<file path="src/rtl/core/itt_pkg.sv">
// itt_pkg: shared types and codes of the three-channel interval timer
// no dependencies; used by itt_channel and interval_timer_three_channels
`timescale 1ns / 1ps
`default_nettype none

package itt_pkg;

    localparam int CHANNELS = 3;
    localparam int NCH_MAX  = 3;

    typedef enum logic [1:0] {
        OP_TICK  = 2'd0,
        OP_WRITE = 2'd1,
        OP_READ  = 2'd2,
        OP_NONE  = 2'd3
    } t_op;

    localparam logic [1:0] PORT_CTRL  = 2'd3;
    localparam logic [1:0] ACC_LATCH  = 2'b00;
    localparam logic [1:0] MODE_SQUARE = 2'b11;

    typedef struct packed {
        logic [1:0] op;
        logic [1:0] port;
        logic [7:0] wdata;
    } t_in;

    typedef struct packed {
        logic [7:0] rdata;
        logic [2:0] out_levels;
    } t_out;

    typedef struct packed {
        logic       tick;
        logic       ctrl_wr;
        logic       data_wr;
        logic       data_rd;
        logic [7:0] wdata;
    } t_chan_cmd;

endpackage

`default_nettype wire

</file>
<file path="src/rtl/core/itt_channel.sv">
// itt_channel: one 16-bit down counter with reload, count latch and output pin
// depends on itt_pkg
`timescale 1ns / 1ps
`default_nettype none

module itt_channel (
    input  wire logic               i_clk,
    input  wire logic               i_rst_n,
    input  wire itt_pkg::t_chan_cmd i_cmd,
    output logic [7:0]              o_rdata,
    output logic                    o_out_level
);

    logic [15:0] r_counter, n_counter;
    logic [15:0] r_reload, n_reload;
    logic [15:0] r_latched, n_latched;
    logic        r_square, n_square;
    logic        r_out, n_out;
    logic        r_latch_valid, n_latch_valid;
    logic        r_write_high, n_write_high;
    logic        r_read_high, n_read_high;
    logic        r_load_pending, n_load_pending;
    logic        r_running, n_running;

    logic [16:0] w_v;
    logic [16:0] w_dec;
    logic [15:0] w_rd_src;
    logic [15:0] w_cnt_m1;

    always_comb begin
        n_counter      = r_counter;
        n_reload       = r_reload;
        n_latched      = r_latched;
        n_square       = r_square;
        n_out          = r_out;
        n_latch_valid  = r_latch_valid;
        n_write_high   = r_write_high;
        n_read_high    = r_read_high;
        n_load_pending = r_load_pending;
        n_running      = r_running;
        o_rdata        = 8'd0;

        w_v      = (r_counter == 16'd0) ? 17'h10000 : {1'b0, r_counter};
        w_dec    = w_v[0] ? (r_out ? 17'd1 : 17'd3) : 17'd2;
        w_rd_src = r_latch_valid ? r_latched : r_counter;
        w_cnt_m1 = r_counter - 16'd1;

        priority if (i_cmd.tick) begin
            if (r_load_pending && (!r_running || !r_square)) begin
                n_counter      = r_reload;
                n_load_pending = 1'b0;
                n_running      = 1'b1;
            end else if (r_running) begin
                if (!r_square) begin
                    n_counter = w_cnt_m1;
                    if (w_cnt_m1 == 16'd0) begin
                        n_out = 1'b1;
                    end
                end else if (w_v <= w_dec) begin
                    n_out          = ~r_out;
                    n_load_pending = 1'b0;
                    n_counter      = r_reload;
                end else begin
                    n_counter = 16'(w_v - w_dec);
                end
            end
        end else if (i_cmd.ctrl_wr) begin
            if (i_cmd.wdata[5:4] == itt_pkg::ACC_LATCH) begin
                if (!r_latch_valid) begin
                    n_latched     = r_counter;
                    n_latch_valid = 1'b1;
                end
            end else begin
                n_square       = (i_cmd.wdata[2:1] == itt_pkg::MODE_SQUARE);
                n_out          = n_square;
                n_latch_valid  = 1'b0;
                n_write_high   = 1'b0;
                n_read_high    = 1'b0;
                n_load_pending = 1'b0;
                n_running      = 1'b0;
            end
        end else if (i_cmd.data_wr) begin
            if (!r_write_high) begin
                n_reload     = {r_reload[15:8], i_cmd.wdata};
                n_write_high = 1'b1;
                if (!r_square) begin
                    n_running      = 1'b0;
                    n_load_pending = 1'b0;
                    n_out          = 1'b0;
                end
            end else begin
                n_reload       = {i_cmd.wdata, r_reload[7:0]};
                n_write_high   = 1'b0;
                n_load_pending = 1'b1;
                if (!r_square) begin
                    n_out = 1'b0;
                end
            end
        end else if (i_cmd.data_rd) begin
            if (r_read_high) begin
                o_rdata       = w_rd_src[15:8];
                n_read_high   = 1'b0;
                n_latch_valid = 1'b0;
            end else begin
                o_rdata     = w_rd_src[7:0];
                n_read_high = 1'b1;
            end
        end else begin
            o_rdata = 8'd0;
        end
    end

    assign o_out_level = n_out;

    always_ff @(posedge i_clk) begin
        if (!i_rst_n) begin
            r_counter      <= '0;
            r_reload       <= '0;
            r_latched      <= '0;
            r_square       <= 1'b0;
            r_out          <= 1'b0;
            r_latch_valid  <= 1'b0;
            r_write_high   <= 1'b0;
            r_read_high    <= 1'b0;
            r_load_pending <= 1'b0;
            r_running      <= 1'b0;
        end else begin
            r_counter      <= n_counter;
            r_reload       <= n_reload;
            r_latched      <= n_latched;
            r_square       <= n_square;
            r_out          <= n_out;
            r_latch_valid  <= n_latch_valid;
            r_write_high   <= n_write_high;
            r_read_high    <= n_read_high;
            r_load_pending <= n_load_pending;
            r_running      <= n_running;
        end
    end

endmodule

`default_nettype wire

</file>
<file path="src/rtl/core/interval_timer_three_channels.sv">
// interval_timer_three_channels: top level, input register, channel decode, result register
// depends on itt_pkg and itt_channel
// an accepted transaction passes from the input register to the result register
// throughput: one transaction per cycle unless stalled; channel state updates in one pass
// a stalled result register holds the input register, which then drops o_ready
// reset: synchronous active-low i_rst_n clears all counters, latches and valids
`timescale 1ns / 1ps
`default_nettype none

module interval_timer_three_channels (
    input  wire logic          i_clk,
    input  wire logic          i_rst_n,
    input  wire logic          i_valid,
    output logic               o_ready,
    input  wire itt_pkg::t_in  i_data,
    output logic               o_valid,
    input  wire logic          i_ready,
    output itt_pkg::t_out      o_data
);

    logic          r_in_valid;
    itt_pkg::t_in  r_in;
    logic          r_out_valid;
    itt_pkg::t_out r_out;
    logic          w_advance;
    logic          w_accept;
    logic [7:0]    w_rd [itt_pkg::NCH_MAX];
    logic [2:0]    w_levels;
    logic [7:0]    w_rdata;

    assign w_advance = r_in_valid && (!r_out_valid || i_ready);
    assign o_ready   = !r_in_valid || w_advance;
    assign w_accept  = i_valid && o_ready;

    for (genvar c = 0; c < itt_pkg::NCH_MAX; c++) begin : g_ch
        localparam logic [1:0] CH_ID = 2'(c);
        if (c < itt_pkg::CHANNELS) begin : g_on
            itt_pkg::t_chan_cmd w_cmd;
            always_comb begin
                w_cmd.tick    = w_advance && (r_in.op == itt_pkg::OP_TICK);
                w_cmd.ctrl_wr = w_advance && (r_in.op == itt_pkg::OP_WRITE)
                                && (r_in.port == itt_pkg::PORT_CTRL)
                                && (r_in.wdata[7:6] == CH_ID);
                w_cmd.data_wr = w_advance && (r_in.op == itt_pkg::OP_WRITE)
                                && (r_in.port == CH_ID);
                w_cmd.data_rd = w_advance && (r_in.op == itt_pkg::OP_READ)
                                && (r_in.port == CH_ID);
                w_cmd.wdata   = r_in.wdata;
            end
            itt_channel u_channel (
                .i_clk       (i_clk),
                .i_rst_n     (i_rst_n),
                .i_cmd       (w_cmd),
                .o_rdata     (w_rd[c]),
                .o_out_level (w_levels[c])
            );
        end else begin : g_off
            assign w_rd[c]     = 8'd0;
            assign w_levels[c] = 1'b0;
        end
    end

    always_comb begin
        w_rdata = 8'd0;
        for (int c = 0; c < itt_pkg::NCH_MAX; c++) begin
            w_rdata = w_rdata | w_rd[c];
        end
    end

    always_ff @(posedge i_clk) begin
        if (!i_rst_n) begin
            r_in_valid  <= 1'b0;
            r_out_valid <= 1'b0;
        end else begin
            if (w_accept) begin
                r_in_valid <= 1'b1;
            end else if (w_advance) begin
                r_in_valid <= 1'b0;
            end
            if (w_advance) begin
                r_out_valid <= 1'b1;
            end else if (i_ready) begin
                r_out_valid <= 1'b0;
            end
        end
    end

    always_ff @(posedge i_clk) begin
        if (w_accept) begin
            r_in <= i_data;
        end
        if (w_advance) begin
            r_out.rdata      <= w_rdata;
            r_out.out_levels <= w_levels;
        end
    end

    assign o_valid = r_out_valid;
    assign o_data  = r_out;

    // a held transaction is never dropped while the result side stalls
    a_in_kept: assert property (@(posedge i_clk) disable iff (!i_rst_n)
        r_in_valid && !w_advance |=> r_in_valid)
        else $error("input transaction lost");

    // every processed transaction produces a result
    a_out_made: assert property (@(posedge i_clk) disable iff (!i_rst_n)
        w_advance |=> r_out_valid)
        else $error("result not produced");

    // only a read returns a nonzero byte
    a_rdata_zero: assert property (@(posedge i_clk) disable iff (!i_rst_n)
        w_advance && (r_in.op != itt_pkg::OP_READ) |=> (r_out.rdata == 8'd0))
        else $error("nonzero rdata on non-read");

endmodule

`default_nettype wire
</file>
<file path="config.mk">
export PLATFORM = sky130hd
export DESIGN_NAME = interval_timer_three_channels
export DESIGN_NICKNAME = d
export VERILOG_FILES = /design/src/rtl/core/itt_pkg.sv /design/src/rtl/core/itt_channel.sv /design/src/rtl/core/interval_timer_three_channels.sv
export SDC_FILE = /design/constraint.sdc
export NUM_CORES = 1
export LEC_CHECK = 0
export BUFFER_PORTS_ARGS = -buffer_cell sky130_fd_sc_hd__buf_2
export CORE_ASPECT_RATIO = 0.75
export CORE_UTILIZATION = 40
export CTS_BUF_LIST = sky130_fd_sc_hd__clkbuf_4
export DETAILED_ROUTE_END_ITERATION = 8
export MAX_ROUTING_LAYER = met4
export PLACE_DENSITY = 0.66
export SLEW_MARGIN = 20
export SYNTH_ARGS = -nofsm -noshare
export SYNTH_HDL_FRONTEND = slang
export SYNTH_SLANG_ARGS = --single-unit
</file>
<file path="constraint.sdc">
create_clock -name i_clk -period 4.4 [get_ports i_clk]
set_input_delay 0.22 -clock i_clk [delete_from_list [all_inputs] [get_ports i_clk]]
set_output_delay 0.22 -clock i_clk [all_outputs]
set_load 0.03 [all_outputs]
</file>
* Word-level counts from Yosys, hierarchy flattened
Index checks and enable logic that the tools add are counted. Widths: inputs -> output; s select.
Word-level totals: bits in registers 190, bits of input ports 16, logic and storage cells 338
Operators by class: add/subtract/negate cells 6, magnitude comparators 3, eq/ne operators 38, mux-type cells 150, bitwise logic cells 13, reductions and logical operators 88
Operators by type and width (number):
- $mux 16 | 15
- $mux 8 | 15
- $mux 1 | 111
- $logic_not 16->1 | 6
- $le 17x17->1 | 3
- $mux 17 | 3
- $reduce_and 4->1 | 12
- $sub 16x1->16 const B | 3
- $sub 16x16->16 | 3
- $reduce_bool 2->1 | 14
- $reduce_and 3->1 | 9
- $ne 3x1->1 const B | 8
- $logic_and 1x1->1 | 18
- $reduce_and 6->1 | 3
- $or 8x8->8 | 2
- $ne 3x2->1 const B | 5
- $ne 3x3->1 const B | 5
- $reduce_and 5->1 | 3
- $mux 2 | 6
- $not 1->1 | 11
- $eq 2x2->1 const B | 5
- $ne 2x1->1 const B | 5
- $reduce_bool 3->1 | 3
- $logic_not 1->1 | 8
- other kinds (7) | 22

* Depth between registers and ports, before layout
Gate-level depths: netlist of run 1.
depth in word-level cells 11, gate-level depth with buffers 16, mapped depth without buffers 13

* Cells and area by module
Synthesis of run 1 repeated with hierarchy kept, for this count alone.
Second synthesis, totals: cell total of the unflattened synthesis 1371, area total of the unflattened synthesis 11453.5 um^2
By module, submodules not included:
- itt_channel | instances 3, cells an instance 436, area an instance 3477.1 um^2
- interval_timer_three_channels | instances 1, cells an instance 63, area an instance 1022.2 um^2

* Worst setup path before layout of run 1
No wires, ideal clock.
path type register to register, from register g_ch[1].g_on.u_channel.r_counter[8], to register g_ch[1].g_on.u_channel.r_counter[14], setup time 0.128 ns, data arrival time 3.442 ns, path slack 0.831 ns, cell stages (with the launch flop) 14, path buffers 2, period minus slack after synthesis 3.569 ns, path through dfxtp_1 -> clkbuf_1 -> nor4_2 -> nand2_1 -> or3_1 -> and2_1 -> ha_1 -> nor2b_1 -> or4b_1 -> o21a_1 -> buf_2 -> mux2_1 -> a22oi_1 -> nor2_1
On the way: word-level cells in the longest chain between the ends 8
Ends and longest elaborated chain:
- start: declaration | line itt_channel.sv:14 | logic [15:0] r_counter, n_counter;
- start signal: assignment | line itt_channel.sv:128 | r_counter <= n_counter;
- $logic_not 16->1 | line itt_channel.sv:43 | w_v = (r_counter == 16'd0) ? 17'h10000 : {1'b0, r_counter};
- $mux 17 | line itt_channel.sv:43
- $mux 2 | line itt_channel.sv:44 | w_dec = w_v[0] ? (r_out ? 17'd1 : 17'd3) : 17'd2;
- $sub 16x16->16 or $le 17x17->1 (tied branches) | line itt_channel.sv:64, itt_channel.sv:59
- $mux 16 | line itt_channel.sv:59 | end else if (w_v <= w_dec) begin
- $mux 16 (*) | line itt_channel.sv:54 | if (!r_square) begin
- $mux 16 (*) | line itt_channel.sv:53 | end else if (r_running) begin
- $mux 16 (*) | line itt_channel.sv:49 | if (r_load_pending && (!r_running || !r_square)) begin
Every way passes the cells marked *; elsewhere a longest branch is shown, timed or not. The select of a mux whose other input is x is not followed. A chain may end at the register's enable or synchronous reset.

* Worst setup path in the final report of run 1
from register g_ch[2].g_on.u_channel.r_counter[0], to register g_ch[2].g_on.u_channel.r_counter[0]
On the way: word-level cells in the longest chain between the ends 8
Ends and longest elaborated chain (line):
- start: declaration | itt_channel.sv:14
- start signal: assignment | itt_channel.sv:128
- $logic_not 16->1 | itt_channel.sv:43
- $mux 17 | itt_channel.sv:43
- $mux 2 | itt_channel.sv:44
- $sub 16x16->16 or $le 17x17->1 (tied branches) | itt_channel.sv:64, itt_channel.sv:59
- $mux 16 | itt_channel.sv:59
- $mux 16 (*) | itt_channel.sv:54
- $mux 16 (*) | itt_channel.sv:53
- $mux 16 (*) | itt_channel.sv:49
Marks and branches as above.

==> results of run 1 <==
## flip-flops by register name, indices dropped and copies added, names as in the netlist
| register | cells |
|---|---|
| g_ch.g_on.u_channel.r_counter | 48 |
| g_ch.g_on.u_channel.r_latched | 48 |
| g_ch.g_on.u_channel.r_reload | 48 |
| o_data | 11 |
| g_ch.g_on.w_cmd | 8 |
| r_in | 4 |
| g_ch.g_on.u_channel.r_latch_valid | 3 |
| g_ch.g_on.u_channel.r_load_pending | 3 |
| g_ch.g_on.u_channel.r_out | 3 |
| g_ch.g_on.u_channel.r_read_high | 3 |
| g_ch.g_on.u_channel.r_running | 3 |
| g_ch.g_on.u_channel.r_square | 3 |
| g_ch.g_on.u_channel.r_write_high | 3 |
| o_valid | 1 |
| r_in_valid | 1 |
## worst min-delay path by stage
stage,from,endpoint,slack [ns],cells after the start
CTS,i_rst_n,g_ch[0].g_on.u_channel.r_reload[1],0.06,3
global placement,i_data[2],g_ch[0].g_on.w_cmd[2],0.40,1
detailed placement,i_data[1],g_ch[0].g_on.w_cmd[1],0.40,1
global route,i_rst_n,g_ch[0].g_on.u_channel.r_reload[8],0.09,3
floorplan,i_data[0],g_ch[0].g_on.w_cmd[0],0.32,0
finish,i_rst_n,g_ch[0].g_on.u_channel.r_reload[8],0.08,3
## stage by stage
stage,hold WS [ns],area (um2),cells,setup WS [ns],power [mW]
after floorplan,0.3189,10970,1306,0.8305,1.890
after detailed placement,0.3990,11390,1605,0.4494,1.939
after CTS,0.06046,11820,1652,0.3866,2.945
after global routing,0.08598,11830,1653,0.07293,3.020
final,0.08015,11830,1653,0.3345,2.920
after global placement,0.3971,11390,1605,0.5647,1.938
## cell type report
cell class,instances,area [um2]
Antenna cell,1,2.502
Clock buffer,19,142.6
Clock inverter,13,140.1
Fill cell,2702,15110
Inverter,24,92.59
Multi-Input combinational cell,972,6372
Sequential cell,190,4034
Tap cell,351,439.2
Timing Repair Buffer,83,603.1
## routing by layer
layer,vias to the layer above,global-route usage,part of all wire
met5,-,-,0
met4,0,0.06992,0.019
met3,49,0.05305,0.089
met2,472,0.3313,0.41
met1,4924,0.3853,0.48
li1,4755,-,-
## cells in the mapped netlist, drive strengths merged, types with 12 or more instances
cell,n,share of area
o21ai,71,0.032
xnor2,17,0.014
mux2i,84,0.077
inv,22,0.0075
nand2,120,0.041
nand4,20,0.011
ha,12,0.014
buf,23,0.0098
nand3,34,0.016
clkbuf,97,0.034
nor3,42,0.021
mux4,24,0.049
nor4,28,0.020
a21oi,91,0.042
xor2,12,0.0096
a31oi,30,0.018
or3,19,0.011
nor2,164,0.057
edfxtp,23,0.063
dfxtp,167,0.30
## power groups by stage
| stage | sequential (mW) | combinational [mW] | clock (mW) |
|---|---|---|---|
| after floorplan | 1.82 | 0.0664 | 0 |
| after global placement | 1.84 | 0.100 | 0 |
| after detailed placement | 1.84 | 0.101 | 0 |
| after CTS | 1.80 | 0.112 | 1.03 |
| after global routing | 1.80 | 0.121 | 1.09 |
| final | 1.80 | 0.113 | 1.01 |
## kinds of logic (layout without fill, tap and decap cells)
group | after synthesis | after routing | synth area share
AO/OA/AOI/OAI | 311 | 311 | 0.1818
XOR/XNOR | 29 | 29 | 0.02316
adder cells (fa/ha/maj) | 12 | 12 | 0.01369
buffers and inverters | 144 | 139 | 0.05157
flip-flops | 190 | 190 | 0.3679
multiplexers | 112 | 112 | 0.1301
other | 0 | 1 | 0
AND/OR/NAND/NOR | 508 | 508 | 0.2319
## worst max-delay path, cell delays in order (launching register included)
cell      delay [ns]
dfxtp_1         0.43
inv_1           0.14
ha_1            0.45
nor3b_1         0.46
nand4_1         0.29
and2_1          0.26
ha_1            0.35
nor2_1          0.17
nand3_1         0.11
buf_4           0.19
or4b_1          0.56
nand2_2         0.20
a221oi_1        0.11
a211oi_1        0.26
## timing repair
| item | in CTS | in global routing |
|---|---|---|
| hold endpoints to repair | 14 | 0 |
| resized for setup | 0 | 0 |
| hold buffers | 15 | 0 |
==> flow_summary.yaml, run 1 <==
run_status:
  outcome: "finished, violations left"
  violations: "design-rule violations"
finish:
  final_common_cell: "dfxtp_1"
  most-common-layout-cells: "167 x dfxtp_1, 162 x nor2_1, 119 x nand2_1, 91 x a21oi_1, 84 x mux2i_1"
  finalNetCount: 1316
  final_util: 0.4391
  syn_to_final_growth_pct: 7.850
  drive_gt1_frac: 0.1168
placed_design:
  gp_congestion: 0.9605
  dp_hpwl_mm: 24.01
  io_buffers: 28
routing:
  via_count: 10200
  drt_iter0_drc: 1225
  drc: 1
  vias_per_cell: 6.171
  wl_per_cell_um: 20.76
  wirelength_mm: 34.31
  antenna_left: 0
  dr.pass1.iters: 7
flow_run:
  cap_viol_max_count: 0
timing:
  relSlewSlack: 0.2672
  fin_crit_ns: 4.065
  achievable-frequency_mhz: 246.0
  post-route-period-util: 0.9240
  clock_skew_ns: 0.02974
  tightest_slew_ns: 1.091
  rsz0062_at_grt: "no"
  final.setup.tns_ns: 0
  hold_violations: 0
  drv_slew: 0
  finalSetupViolations: 0
critical_path:
  crit_path_end: "g_ch[2].g_on.u_channel.r_counter[0]"
  critPathKind: "reg -> reg"
  reg2reg_from: "g_ch[2].g_on.u_channel.r_counter[0]"
  crit_arrival_ns: 4.60
  cp_data_required_time_ns: 4.94
  path_max_fanout: 12
  rr_worst_depth: 13
  end_kind: "register"
  reg2reg_to: "g_ch[2].g_on.u_channel.r_counter[0]"
  crit_start: "g_ch[2].g_on.u_channel.r_counter[0]"
  startpoint_type: "register"
  rrSetupSlack_ns: 0.33
yosys:
  syn_nets: 1334
  yosysUniqueCellTypes: 87
  yosysSeqAreaShare: 0.3679
  ys_ff_latch: 190
  synthCells: 1306
  synth_edf_count: 23
  async_flop_share: 0
  avgSynthCellArea_um2: 8.396
  netlist_area_um2: 10970
  yosysWarnings: 0
  synthFlopType: "dfxtp_1"
floorplanning:
  rows: 52
  die_h_um: 145.4
  die_w_um: 193.2
  core_um2: 26940
  io_pins: 29
  initial_core_util: 0.4071
  dieArea_um2: 28090
global_route:
  grt_antenna_before_repair: 1
  grt-ovfl-total: 0
  grt_max_degree: 80
  grt_util_all_layers: 0.2535
  grt_first_pass_wirelength_mm: 53.06
  grt_pass1_vias: 8928
pwr:
  p_seq_frac: 0.617
  p_leak_nw: 4.313
  p_comb_frac: 0.039
  powerDensity_nw_per_um2: 246.9
  peakVddDrop_mv: 0.1698
  clkPwrFrac: 0.344
  intPower_mw: 2.161
  p_sw_mw: 0.7594
  switching_share: 0.2601
cts:
  postCtsSetupBuffers: 0
  cts_tree: "yes"
  cts_root_buffer: "clkbuf_4"
  cts-htree-levels: 4
  clk_pin_slew_ns: 0.16
  cts_buffers: 17
  clk_path_buf_depth: 2
  worstSkewPairLatency_ns: 0.62
  clock_sinks: 190
hold_path:
  hold_class: "in -> reg"
No activity file was read; power rests on OpenSTA's default activity.
==> run 2, diff against run 1 <==
Settings changed: CORE_UTILIZATION 40 to 30, PLACE_DENSITY 0.66 to not set.
==> flow_summary.yaml, run 2 (synthesis results as in run 1) <==
critical_path:
  startpoint_type: "register"
  path_cells: "inv_1, ha_1, nor3b_2, nand4_1, and2_1, ha_1, nor2_1, nand3_1, or4b_1, nand2_1, nand3_1, mux2i_1"
  rrSetupSlack_ns: 0.44
  path_max_fanout: 12
  end_kind: "register"
  cp_top_family: "simple AND/OR/NAND/NOR gates"
  reg2reg_to: "o_data[2]"
  reg2reg_from: "g_ch[2].g_on.u_channel.r_counter[0]"
  cp_slowest_cell: "or4b_1"
  cp_data_required_time_ns: 4.81
  crit_arrival_ns: 4.37
  cp_num_buf_inv: 1
  critPathKind: "reg -> reg"
  critical-path-max-stage-delay_ns: 0.69
  rr_worst_depth: 12
run_status:
  outcome: "finished, final reports clean"
pwr:
  p_leak_nw: 4.343
  powerDensity_nw_per_um2: 243.2
  peakVddDrop_mv: 0.1447
  power_mw: 2.918
timing:
  hold_violations: 0
  achievable-frequency_mhz: 252.4
  setup_slack_ns: 0.4379
  clock_skew_ns: 0.03768
  drv_slew: 0
  post-route-period-util: 0.9005
  fin_crit_ns: 3.962
  finalSetupViolations: 0
  relSlewSlack: 0.3339
  final.setup.tns_ns: 0
  rsz0062_at_grt: "no"
  tightest_slew_ns: 0.9937
placed_design:
  io_buffers: 28
  place_ws_ns: 0.4123
  dp_cells: 1725
  dp_hpwl_mm: 24.79
  gp_congestion: 0.9536
global_route:
  grt_util_all_layers: 0.1924
  grt_antenna_before_repair: 0
  grt_pass1_vias: 9034
  grt-ovfl-total: 0
  grt_first_pass_wirelength_mm: 54.12
  grt_max_degree: 58
routing:
  via_count: 10230
  antenna_left: 0
  wirelength_mm: 35.16
  dr.pass1.iters: 6
  drt_iter0_drc: 1245
  wl_per_cell_um: 19.84
  drc: 0
  vias_per_cell: 5.773
finish:
  most-common-layout-cells: "167 x dfxtp_1, 162 x nor2_1, 119 x nand2_1, 91 x a21oi_1, 84 x mux2i_1"
  finalNetCount: 1322
  diodes: 0
  reg.largest.list: "g_ch.g_on.u_channel.r_counter: 48 flops, g_ch.g_on.u_channel.r_latched: 48 flops, g_ch.g_on.u_channel.r_reload: 48 flops"
  final_common_cell: "dfxtp_1"
  drive_gt1_frac: 0.1201
  fillers: 3722
  fin_cells: 1772
  final_util: 0.3338
  syn_to_final_growth_pct: 9.448
floorplanning:
  core_um2: 35960
  io_pins: 29
  initial_core_util: 0.3049
  die_h_um: 167.6
  die_w_um: 222.8
  dieArea_um2: 37330
  rows: 60
cts:
  clk_pin_slew_ns: 0.17
  clock_sinks: 190
  cts_buffers: 17
  cts_root_buffer: "clkbuf_4"
  worstSkewPairLatency_ns: 0.65
  cts-htree-levels: 4
  clk_path_buf_depth: 2
  cts_tree: "yes"
flow_run:
  cap_viol_max_count: 0
hold_path:
  min-delay-start: "i_rst_n"
  hold-path-endpoint: "g_ch[2].g_on.u_channel.r_latched[12]"
  holdPathStages: 3
  hold_class: "in -> reg"
[run 2: repair_timing]
action,in CTS,in global routing
hold buffers,15,0
setup endpoints to repair,0,1
resized for setup,0,1
setup buffers,0,0
hold endpoints to repair,14,0
[run 2: power by group]
group	leakage [nW]	internal [mW]	switching [mW]
combinational	2.63	0.0386	0.0854
clock	0.147	0.343	0.656
sequential	1.57	1.77	0.0258
[run 2: how the worst max path moves through the flow]
| stage | from | end | slack [ns] | cells after the start |
|---|---|---|---|---|
| after floorplan | g_ch[1].g_on.u_channel.r_counter[8] | g_ch[1].g_on.u_channel.r_counter[14] | 0.83 | 13 |
| after global placement | g_ch[2].g_on.u_channel.r_counter[0] | o_data[2] | 0.51 | 12 |
| after detailed placement | g_ch[2].g_on.u_channel.r_counter[0] | o_data[2] | 0.41 | 12 |
| after CTS | g_ch[2].g_on.u_channel.r_counter[0] | o_data[2] | 0.38 | 12 |
| after global routing | g_ch[2].g_on.u_channel.r_counter[0] | g_ch[2].g_on.u_channel.r_counter[0] | 0.15 | 13 |
| final | g_ch[2].g_on.u_channel.r_counter[0] | o_data[2] | 0.44 | 12 |
[run 2: worst min-delay path: cells and delay by family]
family        cells  cell delay, ns
buf+inv           2            0.29
simple gates      1            0.14
[run 2: through the flow]
| stage | hold slack [ns] | cell area [um2] |
|---|---|---|
| floorplan | 0.3189 | 10970 |
| detailed placement | 0.3981 | 11570 |
| finish | 0.06916 | 12000 |
| global route | 0.04591 | 12000 |
| global placement | 0.3968 | 11570 |
| CTS | 0.01483 | 12000 |
[run 2: cell type report]
type / instances / area (um2) / share of cell area
inverter: 24 / 92.59 / 0.007715
clock buffer: 18 / 135.1 / 0.01126
clock inverter: 14 / 140.1 / 0.01168
sequential: 190 / 4034 / 0.3361
tap: 465 / 581.8 / 0.04848
timing repair buffer: 89 / 635.6 / 0.05296
multi-input combinational: 972 / 6382 / 0.5318
[run 2: routing by layer]
layer  track usage  routed length, um  vias up
li1              -                  -     4776
met1        0.2794              17120     4925
met2        0.2548              14160      485
met3       0.05124               3314       44
met4       0.05577                562        0
met5             -                  0        -
==> run 3, diff against run 2 <==
Settings changed: CORE_UTILIZATION 30 to 60, PLACE_DENSITY set to 0.77.
==> flow_summary.yaml, run 3 (synthesis results as in run 1) <==
hold_path:
  hold_class: "in -> reg"
  holdPathStages: 2
finish:
  reg.largest.list: "g_ch.g_on.u_channel.r_counter: 48 flops, g_ch.g_on.u_channel.r_latched: 48 flops, g_ch.g_on.u_channel.r_reload: 48 flops"
  fin_area_um2: 11760
  final_util: 0.6622
  syn_to_final_growth_pct: 7.268
  most-common-layout-cells: "167 x dfxtp_1, 162 x nor2_1, 119 x nand2_1, 91 x a21oi_1, 84 x mux2i_1"
  final_common_cell: "dfxtp_1"
  drive_gt1_frac: 0.1216
  finalNetCount: 1323
  fin_cells: 1551
  multiInputGateArea_um2: 6377
  fillers: 1532
  regArea_um2: 4034
critical_path:
  critical-path-max-stage-delay_ns: 0.71
  critPathKind: "reg -> reg"
  crit_arrival_ns: 4.22
  crit_start: "g_ch[2].g_on.u_channel.r_counter[1]"
  cp_slowest_cell: "or4b_1"
  reg2reg_from: "g_ch[2].g_on.u_channel.r_counter[1]"
  cp_num_cells: 12
  startpoint_type: "register"
  rr_worst_depth: 12
  cp_top_family: "simple AND/OR/NAND/NOR gates"
  cp_num_buf_inv: 1
  path_max_fanout: 9
  end_kind: "register"
  cp_data_required_time_ns: 4.83
  reg2reg_to: "o_data[2]"
  rrSetupSlack_ns: 0.61
  path_cells: "inv_1, ha_1, nor3b_1, nand4_1, and2_1, ha_1, nor2_1, nand3_1, or4b_1, nand2_1, nand3_1, mux2i_1"
  crit_path_end: "o_data[2]"
cts:
  cts_buffers: 17
  clk_path_buf_depth: 2
  cts_root_buffer: "clkbuf_4"
  clk_pin_slew_ns: 0.20
  cts_tree: "yes"
  cts-htree-levels: 4
  clock_sinks: 190
  worstSkewPairLatency_ns: 0.66
flow_run:
  cap_viol_max_count: 0
routing:
  vias_per_cell: 6.674
  dr.pass1.iters: 6
  wirelength_mm: 33.40
  antenna_left: 0
  drc: 0
  drt_iter0_drc: 1455
  via_count: 10350
  wl_per_cell_um: 21.54
timing:
  fin_crit_ns: 3.793
  drv_slew: 0
  post-route-period-util: 0.8621
  holdWs_ns: 0.2716
  finalSetupViolations: 0
  hold_violations: 0
  setup_slack_ns: 0.6067
  relSlewSlack: 0.3604
  tightest_slew_ns: 0.9581
  clock_skew_ns: 0.04365
  achievable-frequency_mhz: 263.6
  final.setup.tns_ns: 0
  rsz0062_at_grt: "no"
pwr:
  p_leak_nw: 4.369
  peakVddDrop_mv: 0.2335
  powerDensity_nw_per_um2: 249.4
  power_mw: 2.934
floorplanning:
  initial_core_util: 0.6174
  io_pins: 29
  dieArea_um2: 18830
  die_w_um: 158.1
  die_h_um: 119.1
  core_um2: 17760
  rows: 42
placed_design:
  dp_hpwl_mm: 23.72
  place_ws_ns: 0.6913
  gp_congestion: 1.037
  dp_cells: 1501
  place_area_um2: 11280
  io_buffers: 28
run_status:
  outcome: "finished, final reports clean"
global_route:
  grt-ovfl-total: 0
  grt_util_all_layers: 0.3816
  grt_antenna_before_repair: 1
  grt_pass1_vias: 9235
  grt_max_degree: 65
  grt_first_pass_wirelength_mm: 53.18
==> run 3: cell types whose count changed in the layout (fill, tap and decap cells not counted), sizes merged, moves of 2 or more <==
cell / before / now
bufinv: 2 / 0
clkinv: 9 / 7
dlygate4sd3: 15 / 17
inv: 26 / 32
==> run 3: layout make-up <==
class / count / area share
Antenna cell: 1 / 0.0002127
Clock buffer: 17 / 0.01085
Inverter: 24 / 0.007872
Timing Repair Buffer: 90 / 0.05510
Multi-Input combinational cell: 972 / 0.5422
Clock inverter: 15 / 0.01510
Sequential cell: 190 / 0.3429
Tap cell: 242 / 0.02574
==> run 3: what timing repair did <==
| item | CTS | global route |
|---|---|---|
| setup buffers | 0 | 0 |
| hold buffers | 17 | 0 |
| resized for setup | 0 | 0 |
| endpoints found under the hold margin | 34 | 0 |
==> run 3: how the worst min path moves through the flow <==
stage	from	endpoint
6_report	i_data[6]	g_ch[0].g_on.w_cmd[6]
3_5_place_dp	i_data[2]	g_ch[0].g_on.w_cmd[2]
3_3_place_gp	i_data[7]	g_ch[0].g_on.w_cmd[7]
2_1_floorplan	i_data[0]	g_ch[0].g_on.w_cmd[0]
5_1_grt	i_data[1]	g_ch[0].g_on.w_cmd[1]
4_1_cts	i_data[10]	r_in[10]
==> run 3: layer usage <==
metal,routed length [um],track usage,vias up
li1,-,-,4786
met1,14960,0.5596,4897
met2,13500,0.5011,621
met3,4413,0.1281,48
met4,537,0.07933,0
met5,0,-,-
==> run 3: where the power goes <==
group / switching, mW / total [mW] / leakage (nW) / internal, mW
Combinational: 0.0781 / 0.116 / 2.64 / 0.0378
Sequential: 0.0303 / 1.80 / 1.57 / 1.77
Clock: 0.743 / 1.02 / 0.165 / 0.274
Total: 0.852 / 2.93 / 4.37 / 2.08
